[src/rtl/fbc_pkg.sv]
`timescale 1ns / 1ps
// ----------------------------------------------------------------------------
// fbc_pkg
// Shared widths, codes and beat types of the frustum box cull pipeline.
// ----------------------------------------------------------------------------
package fbc_pkg;

  localparam int MAX_PLANES = 6;
  localparam int NPTS       = 9;   // eight corners then the centre
  localparam int CENTRE     = 8;

  localparam int PW   = 48;  // rotation entry times local bound
  localparam int AW   = 53;  // world accumulator at 19 fraction bits
  localparam int WW   = 39;  // world coordinate at 5 fraction bits
  localparam int HW   = 33;  // absolute box extent
  localparam int R2W  = 68;  // squared radius
  localparam int PRW  = 51;  // normal part times world coordinate
  localparam int DW   = 54;  // plane distance
  localparam int SQW  = 106; // squared distance

  localparam logic [2:0] CFG_MODE   = 3'd0;
  localparam logic [2:0] CFG_COUNT  = 3'd1;
  localparam logic [2:0] CFG_PLANE0 = 3'd2;

  localparam logic [1:0] MODE_OFF = 2'd0;

  localparam logic [1:0] REASON_KEEP   = 2'd0;
  localparam logic [1:0] REASON_SPHERE = 2'd1;
  localparam logic [1:0] REASON_CORNER = 2'd2;

  typedef logic [WW-1:0] coord_t;
  typedef coord_t [2:0] point_t;

  typedef struct packed {
    logic                 vld;
    point_t [NPTS-1:0]    pts;
    logic [R2W-1:0]       r2;
    logic                 sph;
    logic                 cor;
  } beat_t;

endpackage

[src/rtl/fbc_out.sv]
`timescale 1ns / 1ps
// ----------------------------------------------------------------------------
// fbc_out
// Turns the hit flags into a reason and holds results in an output and skid pair.
// ----------------------------------------------------------------------------
module fbc_out (
  input  logic           clk,
  input  logic           rst,
  input  fbc_pkg::beat_t bin,
  input  logic [1:0]     mode,
  input  logic           out_stall,
  output logic           out_valid,
  output logic           culled,
  output logic [1:0]     cull_reason,
  output logic           full
);
  import fbc_pkg::*;

  logic       skid_vld;
  logic [1:0] skid_reason;
  logic [1:0] reason;
  logic       take;
  logic       out_free;

  always_comb begin
    if (mode == MODE_OFF) begin
      reason = REASON_KEEP;
    end else if (bin.sph) begin
      reason = REASON_SPHERE;
    end else if (mode[1] && bin.cor) begin
      reason = REASON_CORNER;
    end else begin
      reason = REASON_KEEP;
    end
  end

  assign take     = bin.vld && !skid_vld;
  assign out_free = !out_valid || !out_stall;

  always_ff @(posedge clk) begin
    if (rst) begin
      out_valid <= 1'b0;
      skid_vld  <= 1'b0;
    end else if (out_free) begin
      if (skid_vld) begin
        out_valid <= 1'b1;
        skid_vld  <= 1'b0;
      end else begin
        out_valid <= take;
      end
    end else if (take) begin
      skid_vld <= 1'b1;
    end
  end

  always_ff @(posedge clk) begin
    if (out_free) begin
      cull_reason <= skid_vld ? skid_reason : reason;
    end else if (take) begin
      skid_reason <= reason;
    end
  end

  assign culled = (cull_reason != REASON_KEEP);
  assign full   = skid_vld;

  // skid only fills behind a waiting result
  a_skid_behind_out: assert property (@(posedge clk) disable iff (rst)
    skid_vld |-> out_valid)
    else $error("skid holds a beat with no result shown");

  a_skid_holds: assert property (@(posedge clk) disable iff (rst)
    skid_vld && out_valid && out_stall |=> skid_vld)
    else $error("skid beat dropped under stall");

  a_skid_drains: assert property (@(posedge clk) disable iff (rst)
    skid_vld && !out_stall |=> out_valid && !skid_vld)
    else $error("skid beat not moved to output");

  a_reason_known: assert property (@(posedge clk) disable iff (rst)
    out_valid |-> (cull_reason == REASON_KEEP || cull_reason == REASON_SPHERE ||
                   cull_reason == REASON_CORNER))
    else $error("undefined cull reason");

endmodule
[config.mk]
export PLATFORM = sky130hd
export DESIGN_NAME = fbc_out
export DESIGN_NICKNAME = d
export VERILOG_FILES = /design/src/rtl/fbc_pkg.sv /design/src/rtl/fbc_out.sv
export SDC_FILE = /design/constraint.sdc
export NUM_CORES = 1
export LEC_CHECK = 0
export BUFFER_PORTS_ARGS = -buffer_cell sky130_fd_sc_hd__buf_4
export CORE_AREA = 3 3 444 446
export DETAILED_ROUTE_END_ITERATION = 10
export DIE_AREA = 0 0 447 449
export PLACE_DENSITY_LB_ADDON = 0.25
export SYNTH_ARGS = -nofsm -noshare
export SYNTH_HDL_FRONTEND = slang
export SYNTH_SLANG_ARGS = --single-unit
export TNS_END_PERCENT = 30
[constraint.sdc]
create_clock -name clk -period 1 [get_ports clk]
set_input_delay 0.2 -clock clk [delete_from_list [all_inputs] [get_ports clk]]
set_output_delay 0.2 -clock clk [all_outputs]
set_load 0.1 [all_outputs]
==> metrics.md, run 1 <==
| Metric | Value |
|---|---|
| Area Overhead vs Synth | `1500%` |
| Die area | `201000 µm²` |
| Drt pass-1 iters | `3` |
| Via count | `212` |
| Nets | `around 1200` |
| Drt total wl | `1410 µm` |
| Combinational power share | `21.7%` |
| Async set or reset register ratio after synthesis | `0%` |
| Synthesized area | `229 µm²` |
| Adder-Cell Fraction of Synth Area | `0%` |
| Mux cell area share after synthesis | `4.92%` |
| Failing checks | `setup timing` |
| Largest area contributor in the netlist | `edfxtp_1` |
| Die Width | `~450 µm` |
| Number of fill cells | `roughly 23000` |
| Met1 GRT Util | `0.0564%` |
| Crit path DAT | `~1.0 ns` |
| Crit path largest cell delay | `roughly 0.38 ns` |
| Top-count cell post-synth | `edfxtp_1` |
| Hold Fails Final Rpt | `0` |
| Routed length per instance | `~0.55 µm` |
| Tmin final | `1.24 ns` |
| Top Family by Delay on Critical Path | `flip-flops` |
| Worst-path clk slew | `0.03 ns` |
| Synth Area in Compound Gates | `8.74%` |
| Internal power | `912 µW` |
| Worst-Margin Slew | `around 0.21 ns` |
| Initial antenna violation count | `1` |
| Ports | `1134` |
| Main combinational cell family by area after synthesis | `simple AND/OR/NAND/NOR gates` |
| Commonest cells in the netlist | `4 x edfxtp_1, 3 x nand2_1, 2 x dfxtp_1, 2 x nor2_1` |
| Peak supply drop | `354 µV` |
| Hold-fix buffers at CTS | `0` |
| Met3 Usage GRT | `0.0386%` |
| MaxCap Viol Count | `0` |
| Status | `finished with violations` |
| Grt peak-use layer | `met2` |
| Endpoints failing setup | `3` |
| Tcrit/Tclk final | `124%` |
| Critical path class | `reg -> out` |
| Critical path launch point type | `flip-flop` |
| Slew Limit Fails | `0` |
| Setup Fix Bufs, Post-CTS | `0` |
| CORE AREA | `193000 µm²` |
| Max Clock Freq | `807 MHz` |
| GRT Util Overall | `0.155%` |
| Seq pwr share | `24.0%` |
| CP max stage cell | `edfxtp_1` |
| Syn_area_per_cell | `approximately 13 µm²` |
| CTS Root Cell | `clkbuf_16` |
| Synth top area share | `between 50% and 60%` |
| Syn Nets | `between 1000 and 1500` |
| Xor/xnor cell area share of the yosys netlist | `0%` |
| Starting Density | `0.119%` |
| Area of the multi-input gates | `83.8 µm²` |
| RSZ-0062 raised after global routing | `true` |
| Simple-gate share of the synthesized area | `16.4%` |
| Synth Instances | `18` |
| Bufs and invs on worst path | `1` |
| Setup TNS | `-0.466 ns` |
| Hold slack | `0.126 ns` |
| TritonCTS clock tree | `done` |
| Layout cells sized above 1 | `around two thirds` |
| Critical path cell sequence | `or2_4 > buf_12` |
| Max Buffers Root-to-Sink | `2` |
| Most used DFF post-synth | `edfxtp_1` |
| Max_slew headroom | `85.8%` |
| Ranking of synthesized cells by area | `edfxtp_1 52%, dfxtp_1 17%, mux2_2 4.9%, nand2_1 4.9%, nor2_1 3.3%` |
| Clock net sink count | `6` |
| Antenna cells | `0` |
| Grt ovf | `0` |
| Std cell rows | `161` |
| Final Worst Setup Slack | `-0.240 ns` |
| Latest clock arrival within the worst-skew pair | `0.23 ns` |
| I/O Buffers | `12` |
| YS warnings | `0` |
| Post-synth EDFFs | `4` |
| Crit-path max FO | `2` |
| Worst min path class | `in -> reg` |
| Level count of the clock H-tree | `1` |
| Clk_skew | `0.00391 ns` |
| Register bit total from synthesis | `6` |
| Synth cell types | `11` |
| R2R setup slack | `0.03 ns` |
| Grt met2 use | `0.408%` |
| Die Span Y | `449 µm` |
| Sw Pwr | `approximately 300 µW` |
| Sequential-to-total area share from yosys stat | `69.9%` |
| Global placer's final weighted congestion | `0.480` |
| Clk pwr share | `roughly 54%` |
| Largest net degree at the start of global routing | `7` |
| DRC | `0` |
| Pwr/cell area | `328 nW/µm²` |
| Setup crit end kind | `output pin` |
| Vias/cell | `between 0.08 and 0.09` |
| Final Cell Area | `between 3000 and 4000 µm²` |
| CP required | `0.80 ns` |
| Register area | `168 µm²` |
| DR iter-0 viols | `2` |
| Dpl cell area | `3530 µm²` |
| Switching share of power | `24.2%` |
| First-pass GRT wire length | `1950 µm` |
| Final ANT Viol Nets | `0` |
| Vias in the first global route | `255` |
| Leak | `approximately 0.23 nW` |
| TritonCTS buffer count | `3` |
-- power groups by stage --
stage | clock (mW) | sequential (mW) | combinational, mW
5_1_grt | 0.691 | 0.291 | 0.275
3_5_place_dp | 0 | 0.293 | 0.222
6_report | 0.654 | 0.289 | 0.262
2_1_floorplan | 0 | 0.371 | 0.0617
4_1_cts | 0.669 | 0.289 | 0.266
3_3_place_gp | 0 | 0.292 | 0.223
-- kinds of logic after synthesis --
family           count (synthesis)
AND/OR/NAND/NOR                  8
multiplexers                     1
flip-flops                       6
AO/OA/AOI/OAI                    3
-- routing by layer --
layer  share of wire (%)  up-vias
met2                  83        6
li1                    -      105
met3                 1.6        4
met4                 2.4        0
met1                  13       97
met5                   0        -
-- placed cells by master (no fill, tap or decap) --
cell       instances
a21oi_1            1
buf_12             5
buf_4             11
clkbuf_1           1
clkbuf_16          3
dfxtp_4            2
edfxtp_1           4
mux2_2             1
nand2_1            2
nand2_4            1
nor2_1             2
nor3_1             1
nor3b_2            1
o21a_1             1
o31ai_1            1
or2_4              1
-- registers in the layout, indices dropped and copies added, names as in the netlist --
name / count
full: 1
out_valid: 1
cull_reason: 2
skid_reason: 2
-- final timing paths --
kind                            cells after the start            from              to
worst max register to register                      1            full  cull_reason[0]
worst max-delay path                                2  cull_reason[1]          culled
worst min register to register                      2  skid_reason[1]  cull_reason[1]
worst min-delay path                                2             rst       out_valid
-- through the flow --
step | std cells | setup WS, ns | util, % | power, mW
final | 2564 | -0.240 | 1.90 | 1.20
after floorplan | 18 | -0.574 | - | 0.433
after global placement | 2560 | -0.0575 | 1.83 | 0.515
after CTS | 2564 | -0.250 | 1.90 | 1.22
after detailed placement | 2560 | -0.0575 | 1.83 | 0.514
after global routing | 2564 | -0.273 | 1.90 | 1.26
-- final cells by class --
class | instances | share of cell area (%)
multi-input combinational | 12 | 2.28
clock buffer | 4 | 2.15
timing repair buffer | 16 | 4.97
tap | 2526 | 86.0
sequential | 6 | 4.56
-- repair_timing --
item / CTS / global route
pin swaps: 1 / 1
resized for setup: 15 / 1
setup endpoints to repair: 5 / 6
No activity file was read; power rests on OpenSTA's default activity.
==> run 2: changes to the inputs <==
--- a/config.mk
+++ b/config.mk
@@ -5,10 +5,11 @@
 export SDC_FILE = /design/constraint.sdc
 export NUM_CORES = 1
 export LEC_CHECK = 0
+export ABC_AREA = 1
 export BUFFER_PORTS_ARGS = -buffer_cell sky130_fd_sc_hd__buf_4
-export CORE_AREA = 3 3 444 446
+export CORE_AREA = 3 3 446 448
 export DETAILED_ROUTE_END_ITERATION = 10
-export DIE_AREA = 0 0 447 449
+export DIE_AREA = 0 0 449 451
 export PLACE_DENSITY_LB_ADDON = 0.25
 export SYNTH_ARGS = -nofsm -noshare
 export SYNTH_HDL_FRONTEND = slang
==> run 2 against run 1 <==
Synthesized area is 14% higher. Critical path type unchanged. Clock power down 1%. Highest routed layer unchanged. The run still ends with setup timing left. Register-to-register slack improved by 0.05 ns. Routed wire length fell by 53%. First-iteration DRC count is 50% lower. Core utilization barely moved. Clock-buffer cell count decreased by 1.
==> metrics.md, run 2 <==
| Metric | Value |
|---|---|
| Starting Density | `0.133%` |
| Worst-path clk slew | `roughly 0.03 ns` |
| Tcrit/Tclk final | `124%` |
| Worst-Margin Slew | `0.160 ns` |
| Endpoints failing setup | `3` |
| Setup crit end kind | `output pin` |
| Most frequent cells in the layout | `9 x buf_4, 7 x nand2_1, 4 x edfxtp_1, 4 x buf_12, 3 x clkbuf_16` |
| Top Family by Delay on Critical Path | `flip-flops` |
| Via count | `233` |
| Die Width | `449 µm` |
| Worst hold path stage count | `2` |
| Status | `finished with violations` |
| GRT Util Overall | `0.0717%` |
| Initial antenna violation count | `0` |
| Biggest regs | `cull_reason: 2 flops, skid_reason: 2 flops` |
| Post-Route Utilization | `1.95%` |
| Clk_skew | `0.00298 ns` |
| Post-synth EDFFs | `4` |
| WP depth | `2` |
| Crit path DAT | `1.04 ns` |
| Top-count cell post-synth | `nand2_1` |
| Slew Limit Fails | `0` |
| Peak supply drop | `371 µV` |
| Clk pwr share | `54.0%` |
| Pwr/cell area | `about 310 nW/µm²` |
| First-pass GRT wire length | `approximately 1100 µm` |
| Hold Fails Final Rpt | `0` |
| Drt pass-1 iters | `2` |
| Max_slew headroom | `89.3%` |
| Async set or reset register ratio after synthesis | `0%` |
| Critical path cell sequence | `or2_4 > buf_12` |
| Crit-path max FO | `2` |
| Die area | `approximately 200000 µm²` |
| Vias in the first global route | `~250` |
| Synth Area in Compound Gates | `under 10%` |
| Seq pwr share | `24.1%` |
| Bufs and invs on worst path | `1` |
| Commonest non-fill, non-tap cell in the layout | `buf_4` |
| Global placer's final weighted congestion | `0.482` |
| Internal power | `892 µW` |
| Placed cell count | `2664` |
| CP required | `0.80 ns` |
| Largest net degree at the start of global routing | `6` |
| Failing checks | `setup timing` |
| Grt met2 use | `0.116%` |
| Layout cells sized above 1 | `60.5%` |
| Most used DFF post-synth | `edfxtp_1` |
| Final Worst Setup Slack | `-0.240 ns` |
| Die Span Y | `~450 µm` |
| Combinational power share | `between 20 and 25%` |
| Crit path largest cell delay | `0.38 ns` |
| TritonCTS buffer count | `3` |
| Syn_area_per_cell | `approximately 10 µm²` |
| Register bit total from synthesis | `6` |
| Mux cell area share after synthesis | `0%` |
| Worst-case reg-to-reg path depth | `3` |
| DRC | `0` |
| Setup Fix Bufs, Post-CTS | `0` |
| Max Buffers Root-to-Sink | `2` |
| Met3 Usage GRT | `0.0473%` |
| Grt ovf | `0` |
| Routed length per instance | `0.246 µm` |
| Tmin final | `1.24 ns` |
| Adder-Cell Fraction of Synth Area | `0%` |
| Sw Pwr | `301 µW` |
| Ranking of synthesized cells by area | `edfxtp_1 46%, dfxtp_1 15%, nand2_1 12%, inv_1 4.3%, nor2_4 4.3%` |
| Level count of the clock H-tree | `1` |
| Sequential-to-total area share from yosys stat | `61.5%` |
| Syn Nets | `1155` |
| Simple-gate share of the synthesized area | `29.3%` |
| Final std cells w/o fill | `2667` |
| YS warnings | `0` |
| CP max stage cell | `edfxtp_1` |
| Synth top area share | `between 40% and 50%` |
| TritonCTS clock tree | `done` |
| Drt total wl | `between 600 and 700 µm` |
| Main combinational cell family by area after synthesis | `simple AND/OR/NAND/NOR gates` |
| Worst min path class | `in -> reg` |
| Vias/cell | `0.0874` |
| Largest area contributor in the netlist | `edfxtp_1` |
| Hold slack | `0.128 ns` |
| Final ANT Viol Nets | `0` |
| Grt peak-use layer | `met2` |
| Synth Instances | `26` |
| Std cell rows | `162` |
| Synthesized area | `~260 µm²` |
| Latest clock arrival within the worst-skew pair | `0.23 ns` |
| Xor/xnor cell area share of the yosys netlist | `0%` |
| Max Clock Freq | `807 MHz` |
| Critical path class | `reg -> out` |
| RSZ-0062 raised after global routing | `true` |
| I/O Buffers | `12` |
| Synth cell types | `12` |
| Setup TNS | `-0.466 ns` |
| Commonest cells in the netlist | `8 x nand2_1, 4 x edfxtp_1, 3 x inv_1, 2 x dfxtp_1, 2 x nor2_1` |
| MaxCap Viol Count | `0` |
| Clock net sink count | `6` |
| Total power | `1.19 mW` |
| Antenna cells | `0` |
| Switching share of power | `around a quarter` |
| CTS Root Cell | `clkbuf_16` |
| Critical path launch point type | `flip-flop` |
| Met1 GRT Util | `less than 1%` |
| Leak | `approximately 0.24 nW` |
| Ports | `1134` |
| Nets | `between 1000 and 1500` |
| Area Overhead vs Synth | `1360%` |
| DR iter-0 viols | `1` |
| CORE AREA | `195000 µm²` |
==> run 2: changes by cell type in the layout (fill, tap and decap cells not counted), moves of 2 or more <==
cell	delta
buf_4	-2
inv_1	+2
nand2_1	+5
nor2_4	+2
==> run 2: power by group through the flow <==
stage               Clock [mW]  Sequential (mW)  Combinational (mW)
floorplan                    0            0.369              0.0705
finish                   0.645            0.288               0.261
CTS                      0.662            0.288               0.264
detailed placement           0            0.290               0.219
global placement             0            0.290               0.220
global route             0.679            0.289               0.273
==> run 2: final cells by class <==
cell class,instances,area (µm²)
tap,2624,3280
clock buffer,3,75.1
fill,23500,191000
sequential,6,168
inverter,3,11.3
multi-input combinational,17,106
timing repair buffer,14,163
==> run 2: path summary, 6_finish.rpt <==
check             slack (ns)              to           start
hold reg to reg         0.52  cull_reason[1]  skid_reason[1]
setup reg to reg        0.08  skid_reason[1]            full
setup / recovery       -0.24          culled  cull_reason[0]
hold / removal          0.13            full             rst
==> run 2: layer usage <==
layer  vias to the layer above  wire length, µm
met3                         4               28
met1                       108              226
li1                        117                -
met5                         -                0
met2                         4              368
met4                         0               31
==> run 2: cells by family (layout without fill, tap and decap cells) <==
family | count (synthesis) | count (layout)
AO/OA/AOI/OAI | 2 | 2
buffers and inverters | 3 | 20
flip-flops | 6 | 6
AND/OR/NAND/NOR | 15 | 15
==> run 2: stage by stage <==
| stage | cell area [µm²] | setup WS, ns |
|---|---|---|
| after floorplan | 285 | -0.574 |
| after global placement | 3670 | -0.0662 |
| after detailed placement | 3670 | -0.0608 |
| after global routing | 3810 | -0.271 |
| after CTS | 3810 | -0.246 |
| final | 3810 | -0.240 |
==> run 2: repair_timing <==
item | 4_1_cts | 5_1_grt
hold buffers | 0 | 0
resized for setup | 14 | 0
pin swaps | 1 | 0
endpoints found under the setup margin | 5 | 4
==> run 3: changes to the inputs <==
--- a/config.mk
+++ b/config.mk
@@ -7,6 +7,8 @@
 export LEC_CHECK = 0
 export ABC_AREA = 1
 export BUFFER_PORTS_ARGS = -buffer_cell sky130_fd_sc_hd__buf_4
+export CELL_PAD_IN_SITES_DETAIL_PLACEMENT = 0
+export CELL_PAD_IN_SITES_GLOBAL_PLACEMENT = 2
 export CORE_AREA = 3 3 446 448
 export DETAILED_ROUTE_END_ITERATION = 10
 export DIE_AREA = 0 0 449 451
==> constraint.sdc (replaced) <==
create_clock -name clk -period 1.1 [get_ports clk]
set_input_delay 0.22 -clock clk [delete_from_list [all_inputs] [get_ports clk]]
set_output_delay 0.22 -clock clk [all_outputs]
set_load 0.1 [all_outputs]
==> run 3 against run 2 <==
The flow still finishes with violations (setup timing). Clock skew decreased by 0.0020 ns. Non-clock buffer count decreased by 1. Via count increased by 3.0%. Routed wire length increased by 72%. Sequential power decreased by 9.4%. Register-to-register slack improved by 0.07 ns. Global-route usage about the same. Sequential share of layout area about the same. Clock power decreased by 9.5%. Critical path type unchanged. Highest routed layer unchanged.
==> metrics.md, run 3 (synthesized netlist as in run 2, its figures left out) <==
| Metric | Value |
|---|---|
| Critical path launch point type | `flip-flop` |
| Worst-case reg-to-reg path depth | `3` |
| Failing checks | `setup timing` |
| Crit path DAT | `1.03 ns` |
| Final std cells w/o fill | `2666` |
| MaxCap Viol Count | `0` |
| Sw Pwr | `approximately 270 µW` |
| Clock net sink count | `6` |
| Std cell rows | `162` |
| TritonCTS buffer count | `3` |
| Setup TNS | `-0.204 ns` |
| Crit path largest cell delay | `approximately 0.37 ns` |
| Worst min path class | `in -> reg` |
| Hold Fails Final Rpt | `0` |
| Biggest regs | `cull_reason: 2 flops, skid_reason: 2 flops` |
| Placed cell count | `between 2000 and 3000` |
| Starting Density | `less than 1%` |
| Antenna cells | `0` |
| Die Width | `449 µm` |
| Area Overhead vs Synth | `1350%` |
| Grt met2 use | `0.267%` |
| Global placer's final weighted congestion | `around 0.48` |
| Level count of the clock H-tree | `1` |
| Met1 GRT Util | `0.0629%` |
| CP max stage cell | `edfxtp_1` |
| Seq pwr share | `between 20% and 30%` |
| Grt peak-use layer | `met2` |
| Worst hold path stage count | `2` |
| Pwr/cell area | `~280 nW/µm²` |
| Hold-fix buffers at CTS | `0` |
| Clk pwr share | `55.0%` |
| Drt total wl | `approximately 1100 µm` |
| Largest net degree at the start of global routing | `6` |
| Layout cells sized above 1 | `a little under three fifths` |
| CTS Root Cell | `clkbuf_16` |
| Setup crit end kind | `output pin` |
| CORE AREA | `195000 µm²` |
| Nets | `1173` |
| First-pass GRT wire length | `1570 µm` |
| Commonest non-fill, non-tap cell in the layout | `buf_4` |
| Tmin final | `~1.3 ns` |
| Vias in the first global route | `254` |
| Drt pass-1 iters | `4` |
| Most frequent cells in the layout | `9 x buf_4, 7 x nand2_1, 4 x edfxtp_1` |
| Leak | `between 0.2 and 0.25 nW` |
| Switching share of power | `25.3%` |
| Status | `finished with violations` |
| Tcrit/Tclk final | `114%` |
| GRT Util Overall | `less than 1%` |
| Hpwl dp | `1000 µm` |
| Worst-path clk slew | `0.03 ns` |
| Max_slew headroom | `81.6%` |
| Ports | `1134` |
| DR iter-0 viols | `6` |
| Max Clock Freq | `around 800 MHz` |
| Critical path cell sequence | `or2_4 > buf_12` |
| Clk_skew | `0.000969 ns` |
| Via count | `240` |
| Crit-path max FO | `2` |
| Combinational power share | `between 20% and 30%` |
| Peak supply drop | `421 µV` |
| Grt ovf | `0` |
| Initial antenna violation count | `1` |
| Latest clock arrival within the worst-skew pair | `around 0.23 ns` |
| Routed length per instance | `0.422 µm` |
| CP required | `0.88 ns` |
| Vias/cell | `between 0.09 and 0.1` |
| I/O Buffers | `12` |
| DRC | `0` |
| RSZ-0062 raised after global routing | `true` |
| Final ANT Viol Nets | `0` |
| Max Buffers Root-to-Sink | `2` |
| Die Span Y | `451 µm` |
| Die area | `202000 µm²` |
| Met3 Usage GRT | `0.0568%` |
| Final Worst Setup Slack | `-0.154 ns` |
| TritonCTS clock tree | `done` |
| Internal power | `794 µW` |
| Slew Limit Fails | `0` |
| Endpoints failing setup | `2` |
| Worst-Margin Slew | `0.279 ns` |
| Critical path class | `reg -> out` |
run 3: changes by cell type in the layout (fill, tap and decap cells not counted), sizes merged:
cell	delta
buf	-1
run 3: path summary, 6_finish.rpt:
check            startpoint              to  slack, ns
min                     rst            full       0.16
max reg2reg            full  skid_reason[0]       0.15
min reg2reg       out_valid            full       0.52
max          cull_reason[0]          culled      -0.15
run 3: critical path: cells and delay by family (launching register included):
kind	cells	cell delay [ns]
flip-flops	1	0.37
AND/OR/NAND/NOR	1	0.27
buffers and inverters	1	0.16
run 3: area by class of cell:
class / count / area [µm²]
Sequential cell: 6 / 168
Inverter: 3 / 11.3
Tap cell: 2624 / 3280
Fill cell: 23500 / 191000
Clock buffer: 3 / 75.1
Timing Repair Buffer: 13 / 130
Multi-Input combinational cell: 17 / 101
run 3: timing repair:
action	4_1_cts	5_1_grt
buffers inserted	1	0
cloned	0	0
gates resized for setup	7	1
setup endpoints to repair	3	3
pin swaps	1	0
run 3: power groups by stage:
stage	clock network (mW)	registers, mW	logic [mW]
after floorplan	0	0.336	0.0621
after global placement	0	0.264	0.190
after detailed placement	0	0.264	0.189
after CTS	0.596	0.261	0.217
after global routing	0.618	0.263	0.226
final	0.584	0.261	0.217
run 3: per-layer routing:
layer,share of wire (%),vias to the layer above
met1,22,112
met3,2.8,4
met4,2.7,0
met5,0,-
li1,-,116
met2,72,8
run 3: stage by stage:
step	utilization [%]	cell area, µm²	total power, mW	setup WS (ns)	hold slack, ns
6_report	1.93	3770	1.06	-0.154	0.157
3_3_place_gp	1.87	3650	0.454	0.0128	0.393
3_5_place_dp	1.87	3650	0.453	0.00756	0.392
4_1_cts	1.93	3760	1.07	-0.162	0.156
2_1_floorplan	-	280	0.398	-0.494	0.279
5_1_grt	1.93	3770	1.11	-0.198	0.159
